### config.mk
export PLATFORM = sky130hd
export DESIGN_NAME = packet_frame_parser
export DESIGN_NICKNAME = d
export VERILOG_FILES = /design/src/sv/pfp_pkg.sv /design/src/sv/pfp_front.sv /design/src/sv/pfp_queue.sv /design/src/sv/pfp_back.sv /design/src/sv/packet_frame_parser.sv
export SDC_FILE = /design/constraint.sdc
export NUM_CORES = 1
export LEC_CHECK = 0
export ABC_AREA = 1
export BUFFER_PORTS_ARGS = -buffer_cell sky130_fd_sc_hd__buf_4
export CAP_MARGIN = 0
export CORE_ASPECT_RATIO = 1.75
export CORE_MARGIN = 2
export CORE_UTILIZATION = 50
export CTS_CLUSTER_SIZE = 25
export DETAILED_ROUTE_END_ITERATION = 10
export PLACE_DENSITY = 0.82
export SYNTH_ARGS = -nofsm -noshare
export SYNTH_HDL_FRONTEND = slang
export SYNTH_SLANG_ARGS = --single-unit
### constraint.sdc
create_clock -name clk -period 15.5 [get_ports clk]
set_input_delay 3.1 -clock clk [delete_from_list [all_inputs] [get_ports clk]]
set_output_delay 3.1 -clock clk [all_outputs]
set_load 0.02 [all_outputs]
### src/sv/pfp_pkg.sv
`default_nettype none
package pfp_pkg;

  // Header layout, byte offsets from the start of the packet
  localparam logic [16:0] HDR_LEN      = 17'd23;
  localparam logic [16:0] OFS_VERSION  = 17'd2;
  localparam logic [16:0] OFS_FLAGS    = 17'd3;
  localparam logic [16:0] OFS_SEQUENCE = 17'd12;
  localparam logic [16:0] OFS_COUNT    = 17'd20;
  localparam logic [16:0] OFS_PAYLEN   = 17'd21;
  localparam logic [16:0] COUNT_MAX    = 17'h1FFFF;
  localparam logic [7:0]  PROTO_VERSION = 8'd1;

  // Result kinds
  localparam logic [2:0] KIND_HEADER = 3'd0;
  localparam logic [2:0] KIND_FRAME  = 3'd1;
  localparam logic [2:0] KIND_DATA   = 3'd2;
  localparam logic [2:0] KIND_ACCEPT = 3'd3;
  localparam logic [2:0] KIND_REJECT = 3'd4;

  // Verdict codes
  localparam logic [2:0] ERR_NONE      = 3'd0;
  localparam logic [2:0] ERR_SHORT     = 3'd1;
  localparam logic [2:0] ERR_MAGIC     = 3'd2;
  localparam logic [2:0] ERR_VERSION   = 3'd3;
  localparam logic [2:0] ERR_LENGTH    = 3'd4;
  localparam logic [2:0] ERR_FRAME_HDR = 3'd5;
  localparam logic [2:0] ERR_FRAME_DAT = 3'd6;
  localparam logic [2:0] ERR_TRAILING  = 3'd7;

  // Work for one accepted byte: an optional header/frame/data result and an
  // optional verdict, sharing the held header values.
  typedef struct packed {
    logic [7:0]  flags;
    logic [63:0] session_word;
    logic [63:0] sequence_res;
    logic [7:0]  frame_total;
    logic        prim_valid;
    logic [2:0]  prim_kind;
    logic [7:0]  frame_index;
    logic [7:0]  frame_type;
    logic [15:0] frame_length;
    logic [7:0]  payload_byte;
    logic        last_of_frame;
    logic        verdict_valid;
    logic [2:0]  error_code;
  } entry_t;

  typedef struct packed {
    logic full;
    logic empty;
  } q_status_t;

  typedef struct packed {
    logic [2:0]  kind;
    logic [7:0]  flags;
    logic [63:0] session_word;
    logic [63:0] sequence_res;
    logic [7:0]  frame_total;
    logic [7:0]  frame_index;
    logic [7:0]  frame_type;
    logic [15:0] frame_length;
    logic [7:0]  payload_byte;
    logic        last_of_frame;
    logic [2:0]  error_code;
    logic        last_of_run;
  } result_t;

endpackage
`default_nettype wire

### src/sv/pfp_front.sv
`default_nettype none
module pfp_front import pfp_pkg::*; (
  input  wire logic        clk,
  input  wire logic        rst,
  input  wire logic        in_valid,
  output logic             in_ready,
  input  wire logic [7:0]  data_byte,
  input  wire logic        end_of_buffer,
  input  wire logic [15:0] magic_value,
  input  wire q_status_t   q_status,
  output logic             push,
  output entry_t           entry
);

  typedef enum logic [1:0] {PH_TYPE, PH_LENHI, PH_LENLO, PH_DATA} phase_t;

  logic [16:0] byte_count, byte_count_next;
  logic [15:0] magic_seen, magic_seen_next;
  logic [7:0]  version_seen, version_seen_next;
  logic [7:0]  flags_held, flags_held_next;
  logic [63:0] session_held, session_held_next;
  logic [63:0] sequence_held, sequence_held_next;
  logic [7:0]  count_held, count_held_next;
  logic [15:0] payload_len_held, payload_len_held_next;
  phase_t      frame_phase, frame_phase_next;
  logic [7:0]  frames_done, frames_done_next;
  logic [15:0] frame_remaining, frame_remaining_next;
  logic [2:0]  first_error, first_error_next;
  logic [7:0]  cur_type, cur_type_next;
  logic [15:0] cur_len, cur_len_next;
  logic        accept;
  logic        end_of_frame;

  assign in_ready = !q_status.full;
  assign accept   = in_valid && in_ready;
  assign push     = accept && (entry.prim_valid || entry.verdict_valid);

  always_comb begin
    byte_count_next       = (byte_count != COUNT_MAX) ? byte_count + 17'd1 : byte_count;
    magic_seen_next       = magic_seen;
    version_seen_next     = version_seen;
    flags_held_next       = flags_held;
    session_held_next     = session_held;
    sequence_held_next    = sequence_held;
    count_held_next       = count_held;
    payload_len_held_next = payload_len_held;
    frame_phase_next      = frame_phase;
    frames_done_next      = frames_done;
    frame_remaining_next  = frame_remaining;
    first_error_next      = first_error;
    cur_type_next         = cur_type;
    cur_len_next          = cur_len;
    end_of_frame          = 1'b0;
    entry                 = '0;

    if (byte_count < HDR_LEN) begin
      if (byte_count < OFS_VERSION) begin
        magic_seen_next = {magic_seen[7:0], data_byte};
      end else if (byte_count == OFS_VERSION) begin
        version_seen_next = data_byte;
      end else if (byte_count == OFS_FLAGS) begin
        flags_held_next = data_byte;
      end else if (byte_count < OFS_SEQUENCE) begin
        session_held_next = {session_held[55:0], data_byte};
      end else if (byte_count < OFS_COUNT) begin
        sequence_held_next = {sequence_held[55:0], data_byte};
      end else if (byte_count == OFS_COUNT) begin
        count_held_next = data_byte;
      end else begin
        payload_len_held_next = {payload_len_held[7:0], data_byte};
      end
      if (byte_count == HDR_LEN - 17'd1) begin
        entry.prim_valid = 1'b1;
        entry.prim_kind  = KIND_HEADER;
      end
    end else if (frames_done >= count_held) begin
      // bytes past the last declared frame
      if (first_error == ERR_NONE) begin
        first_error_next = ERR_TRAILING;
      end
    end else begin
      case (frame_phase)
        PH_TYPE: begin
          cur_type_next    = data_byte;
          frame_phase_next = PH_LENHI;
        end
        PH_LENHI: begin
          cur_len_next     = {data_byte, 8'h00};
          frame_phase_next = PH_LENLO;
        end
        PH_LENLO: begin
          cur_len_next       = {cur_len[15:8], data_byte};
          entry.prim_valid   = 1'b1;
          entry.prim_kind    = KIND_FRAME;
          entry.frame_index  = frames_done;
          entry.frame_type   = cur_type;
          entry.frame_length = cur_len_next;
          if (cur_len_next == 16'd0) begin
            frames_done_next = frames_done + 8'd1;
            frame_phase_next = PH_TYPE;
          end else begin
            frame_remaining_next = cur_len_next;
            frame_phase_next     = PH_DATA;
          end
        end
        PH_DATA: begin
          end_of_frame        = (frame_remaining <= 16'd1);
          entry.prim_valid    = 1'b1;
          entry.prim_kind     = KIND_DATA;
          entry.frame_index   = frames_done;
          entry.frame_type    = cur_type;
          entry.frame_length  = cur_len;
          entry.payload_byte  = data_byte;
          entry.last_of_frame = end_of_frame;
          if (end_of_frame) begin
            frame_remaining_next = 16'd0;
            frames_done_next     = frames_done + 8'd1;
            frame_phase_next     = PH_TYPE;
          end else begin
            frame_remaining_next = frame_remaining - 16'd1;
          end
        end
        default: begin
          frame_phase_next = PH_TYPE;
        end
      endcase
    end

    entry.flags        = flags_held_next;
    entry.session_word = session_held_next;
    entry.sequence_res = sequence_held_next;
    entry.frame_total  = count_held_next;

    if (end_of_buffer) begin
      entry.verdict_valid = 1'b1;
      if (byte_count_next < HDR_LEN) begin
        entry.error_code = ERR_SHORT;
      end else if (magic_seen_next != magic_value) begin
        entry.error_code = ERR_MAGIC;
      end else if (version_seen_next != PROTO_VERSION) begin
        entry.error_code = ERR_VERSION;
      end else if (byte_count_next != HDR_LEN + {1'b0, payload_len_held_next}) begin
        entry.error_code = ERR_LENGTH;
      end else if (frames_done_next < count_held_next) begin
        entry.error_code = (frame_phase_next == PH_DATA) ? ERR_FRAME_DAT : ERR_FRAME_HDR;
      end else begin
        entry.error_code = first_error_next;
      end
    end
  end

  always_ff @(posedge clk) begin
    if (rst || (accept && end_of_buffer)) begin
      byte_count       <= '0;
      magic_seen       <= '0;
      version_seen     <= '0;
      flags_held       <= '0;
      session_held     <= '0;
      sequence_held    <= '0;
      count_held       <= '0;
      payload_len_held <= '0;
      frame_phase      <= PH_TYPE;
      frames_done      <= '0;
      frame_remaining  <= '0;
      first_error      <= ERR_NONE;
      cur_type         <= '0;
      cur_len          <= '0;
    end else if (accept) begin
      byte_count       <= byte_count_next;
      magic_seen       <= magic_seen_next;
      version_seen     <= version_seen_next;
      flags_held       <= flags_held_next;
      session_held     <= session_held_next;
      sequence_held    <= sequence_held_next;
      count_held       <= count_held_next;
      payload_len_held <= payload_len_held_next;
      frame_phase      <= frame_phase_next;
      frames_done      <= frames_done_next;
      frame_remaining  <= frame_remaining_next;
      first_error      <= first_error_next;
      cur_type         <= cur_type_next;
      cur_len          <= cur_len_next;
    end
  end

endmodule
`default_nettype wire

### src/sv/pfp_queue.sv
`default_nettype none
module pfp_queue import pfp_pkg::*; #(
  parameter int DEPTH = 4
) (
  input  wire logic   clk,
  input  wire logic   rst,
  input  wire logic   push,
  input  wire entry_t push_entry,
  input  wire logic   pop,
  output entry_t      head,
  output q_status_t   status
);

  localparam int PTR_W = (DEPTH > 1) ? $clog2(DEPTH) : 1;
  localparam int CNT_W = $clog2(DEPTH + 1);

  entry_t             slots [DEPTH];
  logic [PTR_W-1:0]   wr_ptr;
  logic [PTR_W-1:0]   rd_ptr;
  logic [CNT_W-1:0]   fill;

  assign head         = slots[rd_ptr];
  assign status.full  = (fill == CNT_W'(DEPTH));
  assign status.empty = (fill == '0);

  always_ff @(posedge clk) begin
    if (push) begin
      slots[wr_ptr] <= push_entry;
    end
  end

  always_ff @(posedge clk) begin
    if (rst) begin
      wr_ptr <= '0;
      rd_ptr <= '0;
      fill   <= '0;
    end else begin
      if (push) begin
        wr_ptr <= (wr_ptr == PTR_W'(DEPTH - 1)) ? '0 : wr_ptr + PTR_W'(1);
      end
      if (pop) begin
        rd_ptr <= (rd_ptr == PTR_W'(DEPTH - 1)) ? '0 : rd_ptr + PTR_W'(1);
      end
      case ({push, pop})
        2'b10:   fill <= fill + CNT_W'(1);
        2'b01:   fill <= fill - CNT_W'(1);
        default: fill <= fill;
      endcase
    end
  end

endmodule
`default_nettype wire

### src/sv/pfp_back.sv
`default_nettype none
module pfp_back import pfp_pkg::*; (
  input  wire logic      clk,
  input  wire logic      rst,
  input  wire entry_t    head,
  input  wire q_status_t q_status,
  output logic           pop,
  output logic           out_valid,
  input  wire logic      out_ready,
  output result_t        out_result
);

  logic    second, second_next;
  logic    take;
  result_t res;

  assign take = (!out_valid || out_ready) && !q_status.empty;

  always_comb begin
    res              = '0;
    res.flags        = head.flags;
    res.session_word = head.session_word;
    res.sequence_res = head.sequence_res;
    res.frame_total  = head.frame_total;
    pop              = 1'b0;
    second_next      = second;
    if (head.prim_valid && !second) begin
      res.kind          = head.prim_kind;
      res.frame_index   = head.frame_index;
      res.frame_type    = head.frame_type;
      res.frame_length  = head.frame_length;
      res.payload_byte  = head.payload_byte;
      res.last_of_frame = head.last_of_frame;
      res.last_of_run   = !head.verdict_valid;
      // hold the entry for its verdict on the next beat
      pop               = take && !head.verdict_valid;
      second_next       = take ? head.verdict_valid : second;
    end else begin
      res.kind        = (head.error_code != ERR_NONE) ? KIND_REJECT : KIND_ACCEPT;
      res.error_code  = head.error_code;
      res.last_of_run = 1'b1;
      pop             = take;
      second_next     = take ? 1'b0 : second;
    end
  end

  always_ff @(posedge clk) begin
    if (rst) begin
      out_valid <= 1'b0;
      second    <= 1'b0;
    end else begin
      second <= second_next;
      if (take) begin
        out_valid <= 1'b1;
      end else if (out_ready) begin
        out_valid <= 1'b0;
      end
    end
  end

  always_ff @(posedge clk) begin
    if (take) begin
      out_result <= res;
    end
  end

endmodule
`default_nettype wire

### src/sv/packet_frame_parser.sv
// Path: each result passes through the result queue and then the output register;
//   a verdict that shares a byte with another result follows as the next beat.
// Throughput: one byte per cycle while the result queue (QUEUE_DEPTH entries) is not full;
//   a byte that yields two results holds the output for two beats, which the queue absorbs.
// Reset: synchronous, active high; clears parse state, queue and output; magic_value -> 0.
`default_nettype none
module packet_frame_parser import pfp_pkg::*; #(
  parameter int QUEUE_DEPTH = 4
) (
  input  wire logic         clk,
  input  wire logic         rst,
  // byte input
  input  wire logic         s_tvalid,
  output logic              s_tready,
  input  wire logic [7:0]   s_tdata,   // [7:0] data_byte
  input  wire logic         s_tlast,   // end_of_buffer
  // result output
  output logic              m_tvalid,
  input  wire logic         m_tready,
  // [7:0] flags, [71:8] session_word, [135:72] sequence_res, [143:136] frame_total,
  // [151:144] frame_index, [159:152] frame_type, [175:160] frame_length,
  // [183:176] payload_byte, [184] last_of_frame, [187:185] error_code, [191:188] zero
  output logic [191:0]      m_tdata,
  output logic [2:0]        m_tuser,   // [2:0] kind
  output logic              m_tlast,   // last_of_run
  // configuration
  input  wire logic         psel,
  input  wire logic         penable,
  input  wire logic         pwrite,
  input  wire logic [2:0]   paddr,
  input  wire logic [31:0]  pwdata,
  output logic [31:0]       prdata,
  output logic              pready
);

  localparam logic REG_MAGIC = 1'b0;

  logic [15:0] magic_value;
  entry_t      q_in;
  entry_t      q_head;
  q_status_t   q_status;
  logic        q_push;
  logic        q_pop;
  result_t     res;

  // Register file: a single register, magic_value, at byte address 0.
  assign pready = 1'b1;

  always_ff @(posedge clk) begin
    if (rst) begin
      magic_value <= '0;
    end else if (psel && penable && pwrite && pready && (paddr[2] == REG_MAGIC)) begin
      magic_value <= pwdata[15:0];
    end
  end

  always_comb begin
    prdata = '0;
    if (paddr[2] == REG_MAGIC) begin
      prdata = {16'h0000, magic_value};
    end
  end

  // Front: parse each byte, update packet state, and queue the results it causes.
  pfp_front u_front (
    .clk           (clk),
    .rst           (rst),
    .in_valid      (s_tvalid),
    .in_ready      (s_tready),
    .data_byte     (s_tdata),
    .end_of_buffer (s_tlast),
    .magic_value   (magic_value),
    .q_status      (q_status),
    .push          (q_push),
    .entry         (q_in)
  );

  // Queue: decouples parsing from delivery so that two-result bytes stall input only when it fills.
  pfp_queue #(
    .DEPTH (QUEUE_DEPTH)
  ) u_queue (
    .clk        (clk),
    .rst        (rst),
    .push       (q_push),
    .push_entry (q_in),
    .pop        (q_pop),
    .head       (q_head),
    .status     (q_status)
  );

  // Back: split each queued entry into one or two beats into the output register.
  pfp_back u_back (
    .clk        (clk),
    .rst        (rst),
    .head       (q_head),
    .q_status   (q_status),
    .pop        (q_pop),
    .out_valid  (m_tvalid),
    .out_ready  (m_tready),
    .out_result (res)
  );

  assign m_tuser = res.kind;
  assign m_tlast = res.last_of_run;
  assign m_tdata = {4'h0, res.error_code, res.last_of_frame, res.payload_byte,
                    res.frame_length, res.frame_type, res.frame_index, res.frame_total,
                    res.sequence_res, res.session_word, res.flags};

  // A verdict always closes the run of its byte.
  a_verdict_last: assert property (@(posedge clk) disable iff (rst)
    m_tvalid && (m_tuser == KIND_ACCEPT || m_tuser == KIND_REJECT) |-> m_tlast)
    else $error("verdict beat without last_of_run");

  // A reject carries a code, every other kind carries none.
  a_error_code: assert property (@(posedge clk) disable iff (rst)
    m_tvalid |-> ((m_tuser == KIND_REJECT) == (m_tdata[187:185] != ERR_NONE)))
    else $error("error code does not match result kind");

  // The front never pushes into a full queue.
  a_no_overflow: assert property (@(posedge clk) disable iff (rst)
    q_status.full |-> !q_push)
    else $error("push into full result queue");

  // A popped entry was present.
  a_no_underflow: assert property (@(posedge clk) disable iff (rst)
    q_status.empty |-> !q_pop)
    else $error("pop from empty result queue");

endmodule
`default_nettype wire

; After elaboration in Yosys (flattened, before gate mapping)
; Memories as Yosys holds them, arrays and structs flattened. A register that Yosys moved wholly into a read port is not among the register bits.
; Cells that the tools add are included.
[word_totals]
regBits = 471
ramBits = 772
out_inout_bits = 231
word_cells = 183
n_memories = 1
[memory_table]
columns = memory, words, word_bits, rd, rd_clocked_by_memory_dff, write_ports, line
row1 = u_queue.slots, 4, 193, 1, 1, 1, pfp_queue.sv:17  ; entry_t slots [DEPTH];
[classes]
add_sub_neg = 8
n_lt_le_gt_ge = 8
n_eq_ne = 18
muxes = 81
n_bitwise = 4
reduce_logical = 30
[ops]
columns = operator, count
row1 = two-way mux 64 bit, 11
row2 = two-way mux 16 bit, 12
row3 = two-way mux 8 bit, 18
row4 = one-hot mux 36 bit (2 select lines), 1
row5 = one-hot mux 16 bit (2 select lines), 2
row6 = "< comparator 17 x 5 -> 1 bit, second input constant", 3
row7 = two-way mux 45 bit, 1
row8 = two-way mux 41 bit, 1
row9 = "equality test 17 x 2 -> 1 bit, second input constant", 2
row10 = "equality test 17 x 5 -> 1 bit, second input constant", 2
row11 = two-way mux 3 bit, 10
row12 = two-way mux 2 bit, 9
row13 = "adder 17 x 1 -> 17 bit, second input constant", 1
row14 = "adder 5 x 16 -> 17 bit, first input constant", 1
row15 = "< comparator 17 x 2 -> 1 bit, second input constant", 1
row16 = "< comparator 17 x 4 -> 1 bit, second input constant", 1
row17 = two-way mux 17 bit, 1
row18 = != test 17 bit, 1
row19 = "!= test 17 bit, second input constant", 1
row20 = "less-or-equal comparator 16 x 1 -> 1 bit, second input constant", 1
row21 = logical NOT 16 bit, 1
row22 = != test 16 bit, 1
row23 = one-hot mux 8 bit (2 select lines), 1
row24 = "subtractor 16 x 1 -> 16 bit, second input constant", 1
row25 = other kinds (26), 65

; Logic depth before layout (Yosys ltp)
; Gate-level depths: netlist of the first run.
[depth]
ltp_word = 19
ltp_mapped = 29
mapped_depth_nobuf = 27

; By module
; From an unflattened synthesis of the first run, not the netlist that was laid out.
[unflattened]
hier_cells = 4722
hier_area_um2 = 51284.2
[by_module_without_submodules]
columns = mod, instances, cells_per_inst, area_each_um2
row1 = pfp_queue, 1, 1926, 29061.6
row2 = pfp_front, 1, 2320, 14826.7
row3 = pfp_back, 1, 311, 6298.5
row4 = packet_frame_parser, 1, 165, 1097.3

; Worst setup path after synthesis of the first run
; Ideal clock, no wire load.
[synth_timing]
kind = input-to-reg
startpoint = in m_tready
endpoint = reg u_queue.fill[2]
setup_time_ns = 0.122
arrival_time_ns = 14.659
t_required_ns = 15.378
setup_slack_ns = 0.719
path_stages = 11
n_path_buf = 0
path_cell_list = nor2_1 a31oi_1 nand2_1 inv_1 ha_1 inv_1 fa_1 a21oi_1 o21ai_0 o21ai_0 a21oi_1
[synth_between]
elab_chain_cells = 6
elab_cells_between_ends = 8
[synth_lines]
columns = item, line
row1 = from (decl), packet_frame_parser.sv:19  ; input wire logic m_tready,
row2 = logical OR 1 bit *, pfp_back.sv:17  ; assign take = (!out_valid || out_ready) && !q_status.empty;
row3 = logical AND 1 bit *, pfp_back.sv:17
row4 = via u_back.take, pfp_back.sv:14  ; logic take;
row5 = logical AND 1 bit, pfp_back.sv:36  ; pop = take && !head.verdict_valid;
row6 = two-way mux 1 bit *, pfp_back.sv:27  ; if (head.prim_valid && !second) begin
row7 = via q_pop, packet_frame_parser.sv:43  ; logic q_pop;
row8 = equality test 2 x 1 -> 1 bit or equality test 2 bit (tied branches), pfp_queue.sv:44  ; case ({push, pop})
row9 = one-hot mux 3 bit (2 select lines) or nonzero test 2 bit (tied branches), n/a
row10 = to (signal assigned), pfp_queue.sv:45  ; 2'b10: fill <= fill + CNT_W'(1);
row11 = to (signal assigned), pfp_queue.sv:46  ; 2'b01: fill <= fill - CNT_W'(1);
row12 = to (signal assigned), pfp_queue.sv:47  ; default: fill <= fill;
row13 = to (decl), pfp_queue.sv:20  ; logic [CNT_W-1:0] fill;
; Mark *: on every way through the listed nets, which the timed path passes. The rest lies on a longest branch.
; A chain may end at the register's enable or synchronous reset.

; Worst setup path after layout of the first run
[layout_timing]
startpoint = in paddr[2]
endpoint = out prdata[7]
[layout_between]
elab_chain_cells = 1
[layout_lines]
columns = item, line
row1 = from (decl), packet_frame_parser.sv:30  ; input wire logic [2:0] paddr,
row2 = two-way mux 16 bit, packet_frame_parser.sv:59  ; if (paddr[2] == REG_MAGIC) begin
row3 = to (decl), packet_frame_parser.sv:32  ; output logic [31:0] prdata,
; Every way passes these cells.

==> qor_table.md, run 1 <==
| Stage | Result | Value |
|:---|:---|:---|
| layout | Core Util, Final | 56.6% |
| layout | Fin area | 56800 sq um |
| sta | Total negative setup slack | 0 ns |
| worst setup path | Worst setup EP type | output port |
| layout | Filler-free cell count of the finished design | 6219 |
| placed design | RD Place Congestion | 0.852 |
| floorplan | Area of the die | 104000 sq um |
| floorplan | Area of the placeable core | 100000 sq um |
| synthesis | Leading post-synthesis cells by cell area | edfxtp_1 (57%), dfxtp_1 (11%), o21ai_0 (8.1%), nor2_1 (4.9%), inv_1 (3.8%) |
| grt | Number of global-route vias before repair | 33.5k |
| routing | First drt pass iteration count | 7 |
| cts | CTS sink cnt | 1241 |
| sta | Setup repair after global routing missed its margin | no |
| worst setup path | Critical path start-end classification | in2out |
| grt | Total global-route track usage | 22.5% |
| min path | Worst Hold Path Cells | 2 |
| placed design | Post-DP Area | 53300 sq um |
| routing | Met3 routed WL | 7730 microns |
| cts | Clock latency of the later-clocked register in the worst-skew pair | 0.73 ns |
| cts | Maximum level of the CTS H-tree | 3 |
| synthesis | Area leader, netlist | edfxtp_1 |
| synthesis | Post-synthesis register bit count | 1241 |
| grt | Maximum number of pins on one net before global-route repair | 191 |
| worst setup path | Maximum fanout along the worst path | 17 |
| run | Count of maximum capacitance violations | 0 |
| synthesis | Synth warnings | 0 |
| power | Switching share of total power | 33.2% |
| routing | Starting DRC count in detailed routing | 3425 |
| power | Static power due to leakage | 0.0217 uW |
| sta | Fin crit share | 42.9% |
| placed design | Count of input and output buffers | 242 |
| synthesis | Prevailing post-synth register cell | edfxtp_1 |
| cts | CTS buffer count | 103 |
| synthesis | Instance count of the mapped netlist | 4684 |
| sta | Shortest period the worst path allows | 6.65 ns |
| grt | Global-route wire length before repair | 181000 microns |
| power | Peak supply drop | 0.152 mV |
| sta | Slew HR | 24.7% |
| routing | Top sig layer | met5 |
| outcome | Status | completed |
| routing | DRC | 0 |
| sta | Setup Viol. Count Final | 0 |
| cts | Clk pin slew, worst setup/hold paths | 0.06 ns |
| layout | Layout overhead on the synthesized area | 12.3% |
| routing | Post-detailed-route count of antenna-violating nets | 0 |
| cts | Clock tree root driver cell | clkbuf_16 |
| synthesis | Number of distinct standard cells referenced by the synthesized netlist | 54 |
| worst setup path | Worst reg2reg path depth | 11 |
| layout | Net total in the final layout | 4888 |
| synthesis | Sequential share of the synthesized area | 68.1% |
| sta | Highest attainable clock frequency | 150 MHz |
| layout | Fillers | 7936 |
| sta | Worst clock skew | 0.0334 ns |
| routing | Vias | 34.8k |
| cts | TritonCTS clock tree | yes |
| sta | Worst slew pin tran | 1.13 ns |
| power | Power share of the sequential group | 45.8% |
| power | Relative contribution of combinational cells to total power | 27.2% |
| sta | Final Hold Violating Endpoints | 0 |
| routing | Post-detailed-route wirelength per cell | 19.1 microns |
| cts | Maximum clock path buffer count | 3 |
| worst setup path | Data arrival, critical path | 3.55 ns |
| routing | Met2 Wirelength | 60800 microns |
| synthesis | Library cell with the highest instance count after synthesis | edfxtp_1 |
| floorplan | Die Y | 425 microns |
| power | Pint | 6600 uW |
| synthesis | Syn_area_per_cell | 10.8 sq um |
| layout | Storage cell area | 34500 sq um |
| synthesis | Area of the mapped netlist | 50600 sq um |
| min path | Type of the worst min-delay path | reg2reg |
| floorplan | Effective utilization at floorplan | 50.4% |
| synthesis | Portion of synthesized cell area occupied by the leading cell type | 57.0% |
| power | Power, Total | 9880 uW |
| layout | Fraction of layout cells with a size suffix above 1 | 10.6% |
| cts | Post-CTS Setup Inserts | 0 |
| power | Switching power | 3280 uW |
| worst setup path | Required time of the worst setup path | 12.40 ns |
| placed design | Total instance count after detailed placement | 6024 |
| synthesis | Proportion of register bits with asynchronous set or reset after synthesis | 0% |
| layout | Multi-input gate area | 13000 sq um |
| cts | Post-CTS Resized | 0 |
| routing | Post-Route WL | 119000 microns |
| placed design | Post-detailed-placement half-perimeter wirelength | 70600 microns |
| grt | Antenna violations before repair | 7 |
| routing | Wire length on met1 | 44200 microns |
| floorplan | Boundary pin count | 282 |
| floorplan | Count of standard-cell rows | 154 |
| routing | Vias per inst | 5.59 |
| worst setup path | Kind of launch point of the worst setup path | input pin |
| synthesis | Most frequent cells after synthesis | edfxtp_1 (960), o21ai_0 (822), nor2_1 (661) |
| sta | Count of final max-slew check failures | 0 |
| floorplan | Die width | 244 microns |
| synthesis | Post-synth EDFFs | 960 |
| grt | GR Overflow Total | 0 |
| power | Clk pwr share | 27.0% |
| power | Power density of the placed cells | 174 nW/um^2 |
| cts | Number of hold buffers added after CTS | 0 |
metal layers:
metal,vias up,track usage (%)
li1,16300,-
met1,16800,26.0
met2,1357,40.3
met3,295,2.96
met4,4,12.6
met5,-,0
final cells by class:
type,instances,share of cell area [%]
clock inverters,53,1.13
multi-input cells,2643,23.0
flip-flops and latches,1241,60.7
inverters,531,3.54
well taps,1326,2.92
clock buffers,141,4.97
repair buffers,283,3.76
diodes,1,0.00441
state kept, by name, summed over array words and instances, names as in the netlist, named ones only:
name and count:
u_queue.rd_ptr 2, u_front.magic_seen 16, u_queue.slots 768, u_queue.fill 3, magic_value 16, u_front.cur_len 16, u_front.byte_count 17, u_front.count_held 8
u_front.cur_type 8, u_back.second 1, u_back.out_result 192, u_front.version_seen 8, u_front.frames_done 8, u_front.frame_phase 2, u_queue.wr_ptr 2, u_front.session_held 64
u_back.out_valid 1, u_front.first_error 3, u_front.sequence_held 64, u_front.payload_len_held 16, u_front.frame_remaining 16, u_front.flags_held 8
path summary, 6_finish.rpt:
| path | startpoint | end | slack [ns] |
|---|---|---|---|
| hold / removal | magic_value[14] | magic_value[14] | 0.49 |
| setup reg to reg | u_front.frame_phase[0] | u_queue.slots[0][19] | 9.11 |
| hold reg to reg | magic_value[14] | magic_value[14] | 0.49 |
| setup / recovery | paddr[2] | prdata[7] | 8.85 |
power by group through the flow:
stage / registers (uW) / logic (uW) / clock network, uW
floorplan: 5050 / 1350 / 0
detailed placement: 4600 / 2680 / 0
global route: 4570 / 2930 / 2830
global placement: 4580 / 2610 / 0
finish: 4530 / 2680 / 2670
CTS: 4530 / 2700 / 2710
stage by stage:
step	hold slack (ns)	worst slack, ns
after floorplan	0.447	0.719
after global placement	0.466	8.23
after detailed placement	0.478	8.20
after CTS	0.487	8.83
after global routing	0.498	8.77
final	0.488	8.85
kinds of logic after synthesis:
logic type | after synthesis | synth area share (%)
other cells | 2 | 0.0149
xor+xnor | 46 | 0.797
compound gates | 1333 | 13.9
fa+ha+maj | 34 | 0.856
flops | 1241 | 68.1
mux | 1 | 0.0198
simple gates | 1208 | 9.86
buf+inv | 819 | 6.36
critical path, stage by stage:
cell and delay (ns):
buf_4 0.17, nor2_1 0.13, buf_4 0.15
layout by cell type, fill, tap and decap left out, types with 9 or more instances in the layout:
cell / n
nor2_4: 9
bufinv_16: 13
nor3_1: 16
a21oi_1: 295
o211ai_1: 12
nand2_1: 371
buf_4: 282
clkbuf_1: 30
xor2_1: 44
clkinv_1: 12
ha_1: 33
dfxtp_1: 279
inv_2: 14
nand2_2: 18
o22ai_1: 151
edfxtp_1: 960
clkbuf_16: 105
nand2_4: 12
nand4_1: 31
nand3_1: 69
clkinv_2: 15
o21a_1: 9
o21ai_0: 822
inv_1: 513
nor2_1: 657
conb_1: 21
(Power assumes the default switching activity.)
==> run 2: changes to the inputs <==
--- a/config.mk
+++ b/config.mk
@@ -13,7 +13,7 @@
 export CORE_UTILIZATION = 50
 export CTS_CLUSTER_SIZE = 25
 export DETAILED_ROUTE_END_ITERATION = 10
-export PLACE_DENSITY = 0.82
+export PLACE_DENSITY = 0.79
 export SYNTH_ARGS = -nofsm -noshare
 export SYNTH_HDL_FRONTEND = slang
 export SYNTH_SLANG_ARGS = --single-unit
==> constraint.sdc (replaced) <==
create_clock -name clk -period 6.9 [get_ports clk]
set_input_delay 1.38 -clock clk [delete_from_list [all_inputs] [get_ports clk]]
set_output_delay 1.38 -clock clk [all_outputs]
set_load 0.02 [all_outputs]
==> qor_table.md, run 2 (same netlist as run 1, synthesis figures left out) <==
| Stage | Result | Value | Change |
|:---|:---|:---|:---|
| worst setup path | Reg2reg end | u_queue.slots[2][0] | was u_queue.slots[0][19] |
| sta | Final-layout worst hold slack | 0.485 ns | was 0.488 ns |
| worst setup path | Worst setup EP type | register | was output port |
| floorplan | Die Y | 425 microns | unchanged |
| cts | Post-CTS Resized | 0 | unchanged |
| grt | GR Overflow Total | 0 | unchanged |
| layout | Registers with the most flip-flops | u_queue.slots (768), u_back.out_result (192) | unchanged |
| min path | Worst Hold Path Cells | 2 | unchanged |
| layout | Largest Register | u_queue.slots | unchanged |
| floorplan | Count of standard-cell rows | 154 | unchanged |
| worst setup path | Required time of the worst setup path | 7.26 ns | was 12.40 ns |
| sta | Slew HR | 18.5% | was 24.7% |
| routing | Post-detailed-route wirelength per cell | 19.6 microns | was 19.1 microns |
| floorplan | Area of the placeable core | 100000 sq um | unchanged |
| layout | Fillers | 8005 | was 7936 |
| floorplan | Effective utilization at floorplan | 50.4% | unchanged |
| routing | DRC | 0 | unchanged |
| worst setup path | Data arrival, critical path | 5.46 ns | was 3.55 ns |
| worst setup path | Critical path start-end classification | reg2reg | was in2out |
| cts | Clock latency of the later-clocked register in the worst-skew pair | 0.74 ns | was 0.73 ns |
| routing | First drt pass iteration count | 7 | unchanged |
| power | Power, Total | 22700 uW | was 9880 uW |
| sta | Count of final max-slew check failures | 0 | unchanged |
| worst setup path | Worst R2R Setup Slack | 1.80 ns | was 9.11 ns |
| layout | Most common cell after layout, fill and taps aside | edfxtp_1 | unchanged |
| sta | Worst clock skew | 0.0390 ns | was 0.0334 ns |
| sta | Shortest period the worst path allows | 5.10 ns |  |
| placed design | RD Place Congestion | 0.908 | was 0.852 |
| placed design | Post-detailed-placement half-perimeter wirelength | 72300 microns | was 70600 microns |
| layout | Storage cell area | 34500 sq um | unchanged |
| cts | CTS buffer count | 104 | was 103 |
| cts | Maximum clock path buffer count | 3 | unchanged |
| routing | Starting DRC count in detailed routing | 3133 | was 3425 |
| floorplan | Area of the die | 104000 sq um | unchanged |
| worst setup path | Worst R2R Start | u_front.frame_phase[0] | unchanged |
| grt | Global-route wire length before repair | 185000 microns | was 181000 microns |
| grt | Maximum number of pins on one net before global-route repair | 218 | was 191 |
| cts | Number of hold buffers added after CTS | 0 | unchanged |
| cts | Clk pin slew, worst setup/hold paths | 0.08 ns | was 0.06 ns |
| worst setup path | Kind of launch point of the worst setup path | register | was input pin |
| routing | Post-detailed-route count of antenna-violating nets | 0 | unchanged |
| sta | Worst slew pin tran | 1.22 ns | was 1.13 ns |
| placed design | Count of input and output buffers | 242 | unchanged |
| sta | Highest attainable clock frequency | 196 MHz |  |
| grt | Total global-route track usage | 23.1% | was 22.5% |
| min path | Worst min-delay path startpoint | u_front.frame_remaining[14] | was magic_value[14] |
| run | Count of maximum capacitance violations | 0 | unchanged |
| sta | Fin crit share | 73.9% |  |
| sta | Setup Viol. Count Final | 0 | unchanged |
| cts | CTS sink cnt | 1241 | unchanged |
| layout | Layout overhead on the synthesized area | 13.4% | was 12.3% |
| outcome | Status | completed | unchanged |
| layout | Multi-input gate area | 13000 sq um | unchanged |
| floorplan | Boundary pin count | 282 | unchanged |
| routing | Post-Route WL | 122000 microns | was 119000 microns |
| sta | Final Hold Violating Endpoints | 0 | unchanged |
| min path | Hold-critical path endpoint | u_front.frame_remaining[14] | was magic_value[14] |
| cts | Maximum level of the CTS H-tree | 3 | unchanged |
| grt | Antenna violations before repair | 3 | was 7 |
| min path | Type of the worst min-delay path | reg2reg | unchanged |
| layout | Highest-count cells in the layout ignoring fill and taps | edfxtp_1 (960), o21ai_0 (822), nor2_1 (657), inv_1 (513), nand2_1 (371) | unchanged |
| power | Power density of the placed cells | 396 nW/um^2 | was 174 nW/um^2 |
| layout | Fraction of layout cells with a size suffix above 1 | 11.3% | was 10.6% |
| cts | Clock tree root driver cell | clkbuf_16 | unchanged |
| layout | Net total in the final layout | 4894 | was 4888 |
| power | Static power due to leakage | 0.0220 uW | was 0.0217 uW |
| worst setup path | Worst reg2reg path depth | 10 | was 11 |
| sta | Setup repair after global routing missed its margin | no | unchanged |
| worst setup path | Maximum fanout along the worst path | 25 | was 17 |
| grt | Number of global-route vias before repair | 33.5k | about the same |
| routing | Vias per inst | 5.58 | was 5.59 |
| layout | Flip-flop count of the largest register after layout | 768 | unchanged |
| routing | Vias | 34.8k | about the same |
| power | Peak supply drop | 0.456 mV | was 0.152 mV |
| cts | Post-CTS Setup Inserts | 0 | unchanged |
| floorplan | Die width | 244 microns | unchanged |
| cts | TritonCTS clock tree | yes | unchanged |
## run 2: cell count changes in the layout (fill, tap and decap cells not counted), sizes merged
cell	previous run	this run
bufinv	13	16
clkinv	32	39
buf	283	288
diode	1	6
clkinvlp	2	3
clkbuf	141	129
inv	537	542
## run 2: cell type report
class	instances	area share, %
Antenna cell	6	0.0262
Clock buffer	129	5.10
Clock inverter	69	1.61
Inverter	531	3.51
Multi-Input combinational cell	2643	22.7
Sequential cell	1241	60.1
Tap cell	1326	2.89
Timing Repair Buffer	288	4.05
## run 2: worst max-delay path by stage
stage	slack, ns	depth (start not counted)	to	startpoint
after floorplan	-0.69	5	u_queue.slots[3][0]	s_tvalid
after global placement	1.68	23	u_queue.slots[0][0]	s_tdata[7]
after detailed placement	1.75	23	u_queue.slots[0][0]	s_tdata[7]
after CTS	1.85	10	u_queue.slots[2][0]	u_front.frame_phase[0]
after global routing	1.60	10	u_queue.slots[2][188]	u_front.frame_phase[0]
final	1.80	10	u_queue.slots[2][0]	u_front.frame_phase[0]
## run 2: where the power goes
part	total, uW	internal (uW)	switching (uW)
Clock	6450	3670	2780
Sequential	10200	9680	470
Combinational	6110	1790	4320
## run 2: through the flow
step | area [sq um] | setup TNS [ns] | utilization (%) | instances | setup WS [ns]
global route | 57300 | 0 | 57.1 | 6227 | 1.60
CTS | 57300 | 0 | 57.1 | 6227 | 1.85
detailed placement | 53500 | 0 | 53.3 | 6029 | 1.75
floorplan | 50700 | -530.28 | - | 4703 | -0.691
global placement | 53500 | 0 | 53.3 | 6029 | 1.68
finish | 57400 | 0 | 57.1 | 6233 | 1.80
## run 2: critical path, stage by stage (launching register included)
cell	delay [ns]
dfxtp_1	0.35
inv_1	0.16
ha_1	0.66
or2_2	0.24
nand2_1	0.05
nor2_1	0.39
inv_2	0.38
o31ai_1	0.38
o21ai_1	0.57
nor2_4	1.00
buf_4	0.51
## run 2: per-layer routing
metal / up-vias / share of wire, % / track usage (%)
met3: 279 / 6.6 / 3.37
met2: 1386 / 51 / 41.3
li1: 16400 / - / -
met1: 16800 / 37 / 26.7
met5: - / 0 / 0
met4: 0 / 4.9 / 11.9
